### src/rtl/trex_pkg.sv
// ----------------------------------------------------------------------------
// trex_pkg
// Shared types and codes of the three-operand execute stage: opcode values,
// status codes and the packed request and result item types.
// ----------------------------------------------------------------------------
package trex_pkg;

	// default configuration
	localparam int DEF_NUM_REGS = 16;
	localparam int DEF_PC_BITS  = 12;

	// fixed field widths
	localparam int OP_W     = 5;
	localparam int RIDX_W   = 4;
	localparam int DATA_W   = 32;
	localparam int NPC_W    = 12;
	localparam int STATUS_W = 2;

	// jump target keeps the low bits of operand c
	localparam int TARGET_W = 12;

	// shift amount is the low bits of operand b
	localparam int SHAMT_W = 5;

	// register 1 and 2 always take the immediates, 0 reads as zero
	localparam int FIRST_GPR = 3;

	// opcodes
	localparam logic [OP_W-1:0] OP_ADD   = 5'd0;
	localparam logic [OP_W-1:0] OP_SUB   = 5'd1;
	localparam logic [OP_W-1:0] OP_MADD  = 5'd2;
	localparam logic [OP_W-1:0] OP_AND   = 5'd3;
	localparam logic [OP_W-1:0] OP_OR    = 5'd4;
	localparam logic [OP_W-1:0] OP_XOR   = 5'd5;
	localparam logic [OP_W-1:0] OP_SLL   = 5'd6;
	localparam logic [OP_W-1:0] OP_SRL   = 5'd7;
	localparam logic [OP_W-1:0] OP_SRA   = 5'd8;
	localparam logic [OP_W-1:0] OP_BEQ   = 5'd9;
	localparam logic [OP_W-1:0] OP_BNE   = 5'd10;
	localparam logic [OP_W-1:0] OP_BLT   = 5'd11;
	localparam logic [OP_W-1:0] OP_BGT   = 5'd12;
	localparam logic [OP_W-1:0] OP_BLE   = 5'd13;
	localparam logic [OP_W-1:0] OP_BGE   = 5'd14;
	localparam logic [OP_W-1:0] OP_JAL   = 5'd15;
	localparam logic [OP_W-1:0] OP_HALT  = 5'd21;

	// status codes
	localparam logic [STATUS_W-1:0] STATUS_OK      = 2'd0;
	localparam logic [STATUS_W-1:0] STATUS_UNIMPL  = 2'd1;
	localparam logic [STATUS_W-1:0] STATUS_ILLEGAL = 2'd2;

	// one decoded instruction
	typedef struct packed {
		logic [OP_W-1:0]          operation;
		logic [RIDX_W-1:0]        dest_reg;
		logic [RIDX_W-1:0]        src_a_reg;
		logic [RIDX_W-1:0]        src_b_reg;
		logic [RIDX_W-1:0]        src_c_reg;
		logic signed [DATA_W-1:0] imm_first;
		logic signed [DATA_W-1:0] imm_second;
	} in_item_t;

	// one execute result
	typedef struct packed {
		logic [NPC_W-1:0]         next_pc;
		logic                     write_enable;
		logic [RIDX_W-1:0]        write_reg;
		logic signed [DATA_W-1:0] write_value;
		logic                     halted;
		logic [STATUS_W-1:0]      status;
	} out_item_t;

endpackage

### src/rtl/three_operand_risc_execute_stage.sv
// ----------------------------------------------------------------------------
// three_operand_risc_execute_stage
// Executes one decoded instruction per transfer against a flop register file
// and program counter, and reports the write, next pc, halt and status.
// ----------------------------------------------------------------------------
// One instruction per clock, sustained while the result side does not stall.
// A transfer lands in an input register; once the result register is free or
// being taken, the whole instruction (operand reads, one 32x32 multiply with
// an add, compare, pc update) resolves in one pass and moves into the result
// register while the register file and pc update at the same edge, so the
// following instruction already sees them. Registers 1 and 2 are loaded with
// the immediates by every instruction before its reads, so reads of them
// return the current immediates directly and they need no storage; register
// 0 reads as zero. Stalls on the result side hold the input register, and
// input ready drops only while both registers are full and the result is not taken.
module three_operand_risc_execute_stage
	import trex_pkg::*;
#(
	parameter int NUM_REGS = DEF_NUM_REGS,
	parameter int PC_BITS  = DEF_PC_BITS
) (
	input  logic      clk,
	input  logic      arst_n,
	input  logic      in_valid,
	output logic      in_ready,
	input  in_item_t  in_data,
	output logic      out_valid,
	input  logic      out_ready,
	output out_item_t out_data
);

	localparam int NR_W = (NUM_REGS > (1 << RIDX_W)) ? $clog2(NUM_REGS) + 1 : RIDX_W + 1;

	// pipeline control
	logic     valid_s1;
	in_item_t item_s1;
	logic     advance;
	logic     out_valid_q;
	out_item_t out_q;

	// architectural state
	logic [DATA_W-1:0]  regs_q [FIRST_GPR:NUM_REGS-1];
	logic [PC_BITS-1:0] pc_q;

	// execute signals
	logic [DATA_W-1:0]     opa, opb, opc;
	logic [DATA_W-1:0]     alu_res;
	logic [DATA_W-1:0]     prod;
	logic [SHAMT_W-1:0]    shamt;
	logic                  taken;
	logic [PC_BITS-1:0]    pc_inc;
	logic [PC_BITS-1:0]    target;
	logic [PC_BITS-1:0]    npc;
	logic                  wr_req;
	logic                  we;
	logic [DATA_W-1:0]     wval;
	logic                  halt;
	logic [STATUS_W-1:0]   status;
	logic [PC_BITS+TARGET_W-1:0] target_ext;
	logic [PC_BITS+NPC_W-1:0]    npc_ext;
	logic [PC_BITS+DATA_W-1:0]   link_ext;
	logic [NR_W-1:0]       dest_ext;

	// handshake
	assign advance   = valid_s1 && (!out_valid_q || out_ready);
	assign in_ready  = !valid_s1 || advance;
	assign out_valid = out_valid_q;
	assign out_data  = out_q;

	// operand read mux
	function automatic logic [DATA_W-1:0] read_reg(
		input logic [RIDX_W-1:0] idx,
		input logic [DATA_W-1:0] imm1,
		input logic [DATA_W-1:0] imm2,
		input logic [DATA_W-1:0] file [FIRST_GPR:NUM_REGS-1]
	);
		logic [DATA_W-1:0] v;
		v = '0;
		if (idx == RIDX_W'(1)) begin
			v = imm1;
		end else if (idx == RIDX_W'(2)) begin
			v = imm2;
		end else begin
			for (int i = FIRST_GPR; i < NUM_REGS; i++) begin
				if (NR_W'(idx) == NR_W'(i)) begin
					v = file[i];
				end
			end
		end
		return v;
	endfunction

	always_comb begin
		opa = read_reg(item_s1.src_a_reg, item_s1.imm_first, item_s1.imm_second, regs_q);
		opb = read_reg(item_s1.src_b_reg, item_s1.imm_first, item_s1.imm_second, regs_q);
		opc = read_reg(item_s1.src_c_reg, item_s1.imm_first, item_s1.imm_second, regs_q);
	end

	// arithmetic unit, product keeps its low word
	assign shamt = opb[SHAMT_W-1:0];
	assign prod  = opa * opb;

	always_comb begin
		unique case (item_s1.operation)
			OP_ADD:  alu_res = opa + opb + opc;
			OP_SUB:  alu_res = opa - opb - opc;
			OP_MADD: alu_res = prod[DATA_W-1:0] + opc;
			OP_AND:  alu_res = opa & opb & opc;
			OP_OR:   alu_res = opa | opb | opc;
			OP_XOR:  alu_res = opa ^ opb ^ opc;
			OP_SLL:  alu_res = opa << shamt;
			OP_SRL:  alu_res = opa >> shamt;
			default: alu_res = $unsigned($signed(opa) >>> shamt);
		endcase
	end

	// branch compare, signed
	always_comb begin
		unique case (item_s1.operation)
			OP_BEQ:  taken = (opa == opb);
			OP_BNE:  taken = (opa != opb);
			OP_BLT:  taken = ($signed(opa) <  $signed(opb));
			OP_BGT:  taken = ($signed(opa) >  $signed(opb));
			OP_BLE:  taken = ($signed(opa) <= $signed(opb));
			default: taken = ($signed(opa) >= $signed(opb));
		endcase
	end

	// pc arithmetic, wraps within the pc width
	assign pc_inc     = pc_q + PC_BITS'(1);
	assign target_ext = {{PC_BITS{1'b0}}, opc[TARGET_W-1:0]};
	assign target     = target_ext[PC_BITS-1:0];
	assign link_ext   = {{DATA_W{1'b0}}, pc_inc};

	// instruction classes
	always_comb begin
		wr_req = 1'b0;
		wval   = alu_res;
		npc    = pc_q;
		halt   = 1'b0;
		status = STATUS_OK;
		priority if (item_s1.operation <= OP_SRA) begin
			wr_req = 1'b1;
			npc    = pc_inc;
		end else if (item_s1.operation <= OP_BGE) begin
			npc = taken ? target : pc_inc;
		end else if (item_s1.operation == OP_JAL) begin
			wr_req = 1'b1;
			wval   = link_ext[DATA_W-1:0];
			npc    = target;
		end else if (item_s1.operation < OP_HALT) begin
			status = STATUS_UNIMPL;
			npc    = pc_inc;
		end else if (item_s1.operation == OP_HALT) begin
			halt = 1'b1;
		end else begin
			status = STATUS_ILLEGAL;
		end
	end

	// register 0 and out-of-range destinations are never written
	assign dest_ext = NR_W'(item_s1.dest_reg);
	assign we       = wr_req && (item_s1.dest_reg != '0) && (dest_ext < NR_W'(NUM_REGS));
	assign npc_ext  = {{NPC_W{1'b0}}, npc};

	// input register
	always_ff @(posedge clk or negedge arst_n) begin
		if (!arst_n) begin
			valid_s1 <= 1'b0;
		end else if (in_valid && in_ready) begin
			valid_s1 <= 1'b1;
		end else if (advance) begin
			valid_s1 <= 1'b0;
		end
	end

	always_ff @(posedge clk) begin
		if (in_valid && in_ready) begin
			item_s1 <= in_data;
		end
	end

	// state update
	always_ff @(posedge clk or negedge arst_n) begin
		if (!arst_n) begin
			pc_q <= '0;
			for (int i = FIRST_GPR; i < NUM_REGS; i++) begin
				regs_q[i] <= '0;
			end
		end else if (advance) begin
			pc_q <= npc;
			for (int i = FIRST_GPR; i < NUM_REGS; i++) begin
				if (we && dest_ext == NR_W'(i)) begin
					regs_q[i] <= wval;
				end
			end
		end
	end

	// result register
	always_ff @(posedge clk or negedge arst_n) begin
		if (!arst_n) begin
			out_valid_q <= 1'b0;
		end else if (advance) begin
			out_valid_q <= 1'b1;
		end else if (out_ready) begin
			out_valid_q <= 1'b0;
		end
	end

	always_ff @(posedge clk) begin
		if (advance) begin
			out_q.next_pc      <= npc_ext[NPC_W-1:0];
			out_q.write_enable <= we;
			out_q.write_reg    <= we ? item_s1.dest_reg : '0;
			out_q.write_value  <= we ? $signed(wval) : '0;
			out_q.halted       <= halt;
			out_q.status       <= status;
		end
	end

endmodule

### config.mk
export PLATFORM = sky130hd
export DESIGN_NAME = three_operand_risc_execute_stage
export DESIGN_NICKNAME = d
export VERILOG_FILES = /design/src/rtl/trex_pkg.sv /design/src/rtl/three_operand_risc_execute_stage.sv
export SDC_FILE = /design/constraint.sdc
export NUM_CORES = 2
export LEC_CHECK = 0
export ABC_AREA = 1
export BUFFER_PORTS_ARGS = -buffer_cell sky130_fd_sc_hd__buf_2
export CAP_MARGIN = 20
export CORE_MARGIN = 5
export CORE_UTILIZATION = 40
export CTS_CLUSTER_DIAMETER = 40
export DETAILED_ROUTE_END_ITERATION = 8
export PLACE_DENSITY = 0.68
export SLEW_MARGIN = 20
export SYNTH_ARGS = -nofsm -noshare
export SYNTH_HDL_FRONTEND = slang
export SYNTH_SLANG_ARGS = --single-unit
export TNS_END_PERCENT = 100
### constraint.sdc
create_clock -name clk -period 9 [get_ports clk]
set_input_delay 1.8 -clock clk [delete_from_list [all_inputs] [get_ports clk]]
set_output_delay 1.8 -clock clk [all_outputs]
set_load 0.03 [all_outputs]
==> results.sh <==
export IMPL_die_w_um=398
export IMPL_wl_met2_um=120000
export IMPL_initial_utilization_pct=40.2
export IMPL_finClkSkew_ns=0.0496
export IMPL_postLayoutCellArea_um2=77700
export IMPL_post_route_min_period_ns=9.61
export IMPL_reg2regPathDepth=45
export IMPL_clock_latency_ns=0.72
export IMPL_worstHoldPathType="reg -> reg"
export IMPL_crit_slowest_cell="fa_1"
export IMPL_drv_slew=0
export IMPL_status="finished, violations left"
export IMPL_final_cells=11673
export IMPL_synth_cells=8532
export IMPL_drtIter0Drc=9478
export IMPL_top_layer_used="met5"
export IMPL_hold_end="regs_q[328]$_DFFE_PN0P_"
export IMPL_seq_area_frac_synth_pct=24.7
export IMPL_postSynthNetCount=9405
export IMPL_path_buf_inv=12
export IMPL_grt_pass1_vias=64034
export IMPL_r2r_start="item_s1[72]$_DFFE_PP_"
export IMPL_synth_edf_count=137
export IMPL_ir_drop_uv=498
export IMPL_power_switching_share_pct=50.2
export IMPL_hold_viol=0
export IMPL_numCtsBuffers=88
export IMPL_wl_met3_um=38000
export IMPL_clk_pin_slew_ns=0.05
export IMPL_slew_headroom_pct=24.7
export IMPL_cpMostUsedCell="fa_1"
export IMPL_p_int_mw=13.0
export IMPL_detail_route_wl_per_cell_um=24.8
export IMPL_end_kind="flip-flop"
export IMPL_worst_path_largest_cell_delay_ns=0.49
export IMPL_grt_ovfl_total=0
export IMPL_wl_met1_um=117000
export IMPL_place_port_buffers=142
export IMPL_drc=0
export IMPL_cts_buffer_depth=3
export IMPL_start_kind="flip-flop"
export IMPL_power_density_nw_per_um2=335
export IMPL_final_net_count=10444
export IMPL_synth_seq_cells=567
export IMPL_drive_above_1_share_pct=21.4
export IMPL_crit_required_ns=9.38
export IMPL_p_seq_share_pct=14.3
export IMPL_grt_pass1_wl_um=417000
export IMPL_gp_congestion=1.11
export IMPL_synth_area_leader_cell="dfrtp_1"
export IMPL_dp_slack_ns=-1.05
export IMPL_p_leak_nw=37.5
export IMPL_total_switching_power_mw=13.1
export IMPL_combPwrFrac_pct=72.3
export IMPL_p_clk_share_pct=13.4
export IMPL_violations="setup timing"
export IMPL_hold_depth=2
export IMPL_avgSynthCellArea_um2=7.06
export IMPL_crit_family="adder cells"
export IMPL_placed_area_um2=71400
export IMPL_cts_sinks=567
export IMPL_drv_cap=0
export IMPL_rrSetupSlack_ns=-0.61
export IMPL_setup_viol_count_final=272
export IMPL_netlist_area_um2=60200
export IMPL_ys_flop_type="dfrtp_1"
export IMPL_startpoint="item_s1[72]$_DFFE_PP_"
export IMPL_synth_top_cell_area_share_pct=17.9
export IMPL_core_um2=150000
export IMPL_dieHeight_um=398
export IMPL_grt_max_degree=168
export IMPL_worst_slack_ns=-0.613
export IMPL_track_usage_pct=35.4
export IMPL_drt_wl_total_um=289000
export IMPL_dr_pass1_iters=8
export IMPL_cts_root_buf="clkbuf_16"
export IMPL_synth_area_leaders="dfrtp_1 (18%), fa_1 (17%), nand2_1 (15%)"
export IMPL_min_from="regs_q[328]$_DFFE_PN0P_"
export IMPL_max_freq_mhz=104
export IMPL_area_growth_pct=29.1
export IMPL_arrival_ns=10.00
export IMPL_yosysWarnings=0
export IMPL_dpl_hpwl_um=231000
export IMPL_htree_levels=3
export IMPL_worst_pin_slew_ns=1.13
export IMPL_die_area_um2=158000
export IMPL_layout_commonest_cell="nand2_1"
export IMPL_avgViaCountPerCell=5.69
export IMPL_async_flop_share_pct=75.8
export IMPL_fp_row_count=142
export IMPL_critical_path_class="reg -> reg"
export IMPL_vias=66407
export IMPL_reg2reg_to="out_data[23]$_SDFFCE_PN0P_"
export IMPL_ios=143
export IMPL_rsz0062_at_grt="yes"
export IMPL_mostFrequentLayoutCells="nand2_1 (2,379), inv_1 (1,102), buf_4 (999)"
export IMPL_final_antenna_net_count=0
export IMPL_synth_cell_types=69
export IMPL_fin_crit_sh_pct=107
export IMPL_place_inst=11395
export IMPL_grt_antenna_before_repair=16
export IMPL_cts_tree="done"
export IMPL_cp_max_fo=8
## worst min-delay path, stage by stage, from the launching register on
cell,delay [ns]
dfrtp_1,0.34
nand2_1,0.05
o21ai_0,0.06
## area by class of cell
cell class / instances / area, um2
clock buffer: 111 / 2470
fill: 14343 / 72100
sequential: 567 / 14900
tap: 2016 / 2520
multi-input combinational: 6337 / 40600
clock inverter: 54 / 536
timing repair buffer: 1366 / 12100
antenna: 11 / 27.5
inverter: 1211 / 4610
## sequential cells by signal, summed over array words and instances, names as in the netlist
signal / count
out_data: 52
pc_q: 12
valid_s1: 1
regs_q: 416
out_valid: 1
item_s1: 81
dest_ext: 4
## worst max path at each step
| stage | end | slack [ns] | cells after the start |
|---|---|---|---|
| 6_report | out_data[23]$_SDFFCE_PN0P_ | -0.61 | 45 |
| 5_1_grt | out_data[33]$_SDFFCE_PN0P_ | -0.86 | 44 |
| 3_3_place_gp | out_data[30]$_SDFFCE_PN0P_ | -1.11 | 48 |
| 4_1_cts | out_data[33]$_SDFFCE_PN0P_ | -0.50 | 46 |
| 3_5_place_dp | out_data[32]$_SDFFCE_PN0P_ | -1.05 | 48 |
| 2_1_floorplan | out_data[32]$_SDFFCE_PN0P_ | 0.01 | 52 |
## kinds of logic (layout without fill, tap and decap cells)
group                    after synthesis  after routing  synth area share, %
buffers and inverters               1628           2742                 10.7
flip-flops                           567            567                 24.7
XOR/XNOR                              46             46                0.669
multiplexers                           4              4               0.0665
AND/OR/NAND/NOR                     4165           4165                 29.1
AO/OA/AOI/OAI                       1338           1338                 12.2
adder cells (fa/ha/maj)              784            784                 22.5
other                                  0             11                    0
## power groups by stage
stage / Sequential (mW) / Combinational, mW / Clock (mW)
CTS: 3.70 / 16.7 / 3.51
detailed placement: 3.73 / 15.8 / 0
finish: 3.74 / 18.8 / 3.48
floorplan: 3.70 / 8.85 / 0
global placement: 3.72 / 15.6 / 0
global route: 3.79 / 20.3 / 3.62
## cells in the mapped netlist (15+ instances only)
| cell | count |
|---|---|
| o21ai_0 | 657 |
| buf_2 | 113 |
| or2_2 | 45 |
| buf_1 | 38 |
| nor4_1 | 15 |
| o2111ai_1 | 26 |
| nor2_1 | 802 |
| clkinv_1 | 20 |
| nand2_2 | 25 |
| nor2_2 | 22 |
| a31oi_1 | 18 |
| nor3_1 | 34 |
| o21ai_1 | 93 |
| o22ai_1 | 20 |
| xor2_1 | 32 |
| nand2_1 | 2448 |
| nand4_1 | 236 |
| a21oi_1 | 354 |
| inv_1 | 1146 |
| o221ai_1 | 19 |
| or2_0 | 15 |
| edfxtp_1 | 137 |
| inv_2 | 45 |
| nand3_1 | 455 |
| buf_4 | 20 |
| ha_1 | 283 |
| dfrtp_1 | 430 |
| o211ai_1 | 45 |
| fa_1 | 501 |
| clkbuf_1 | 227 |
## per-stage QoR
stage | utilization [%] | power [mW] | hold WS, ns | setup TNS [ns]
2_1_floorplan | - | 12.5 | 0.449 | 0
3_3_place_gp | 47.7 | 19.3 | 0.462 | -172.00
3_5_place_dp | 47.7 | 19.5 | 0.474 | -173.88
4_1_cts | 50.7 | 23.9 | 0.487 | -55.29
5_1_grt | 51.9 | 27.7 | 0.508 | -159.28
6_report | 51.9 | 26.0 | 0.489 | -88.35
## per-layer routing
| layer | global-route usage (%) | up-vias |
|---|---|---|
| met5 | 0 | - |
| met4 | 14.2 | 4 |
| met3 | 10.2 | 673 |
| met2 | 51.4 | 4135 |
| met1 | 49.7 | 32215 |
| li1 | - | 29380 |
## what timing repair did
action	CTS	global route
gates resized for setup	302	366
setup buffers	44	54
hold buffers	0	0
pin swaps	91	120
cloned	3	6
hold endpoints to repair	0	0
endpoints found under the setup margin	294	322
(Power assumes the default switching activity.)
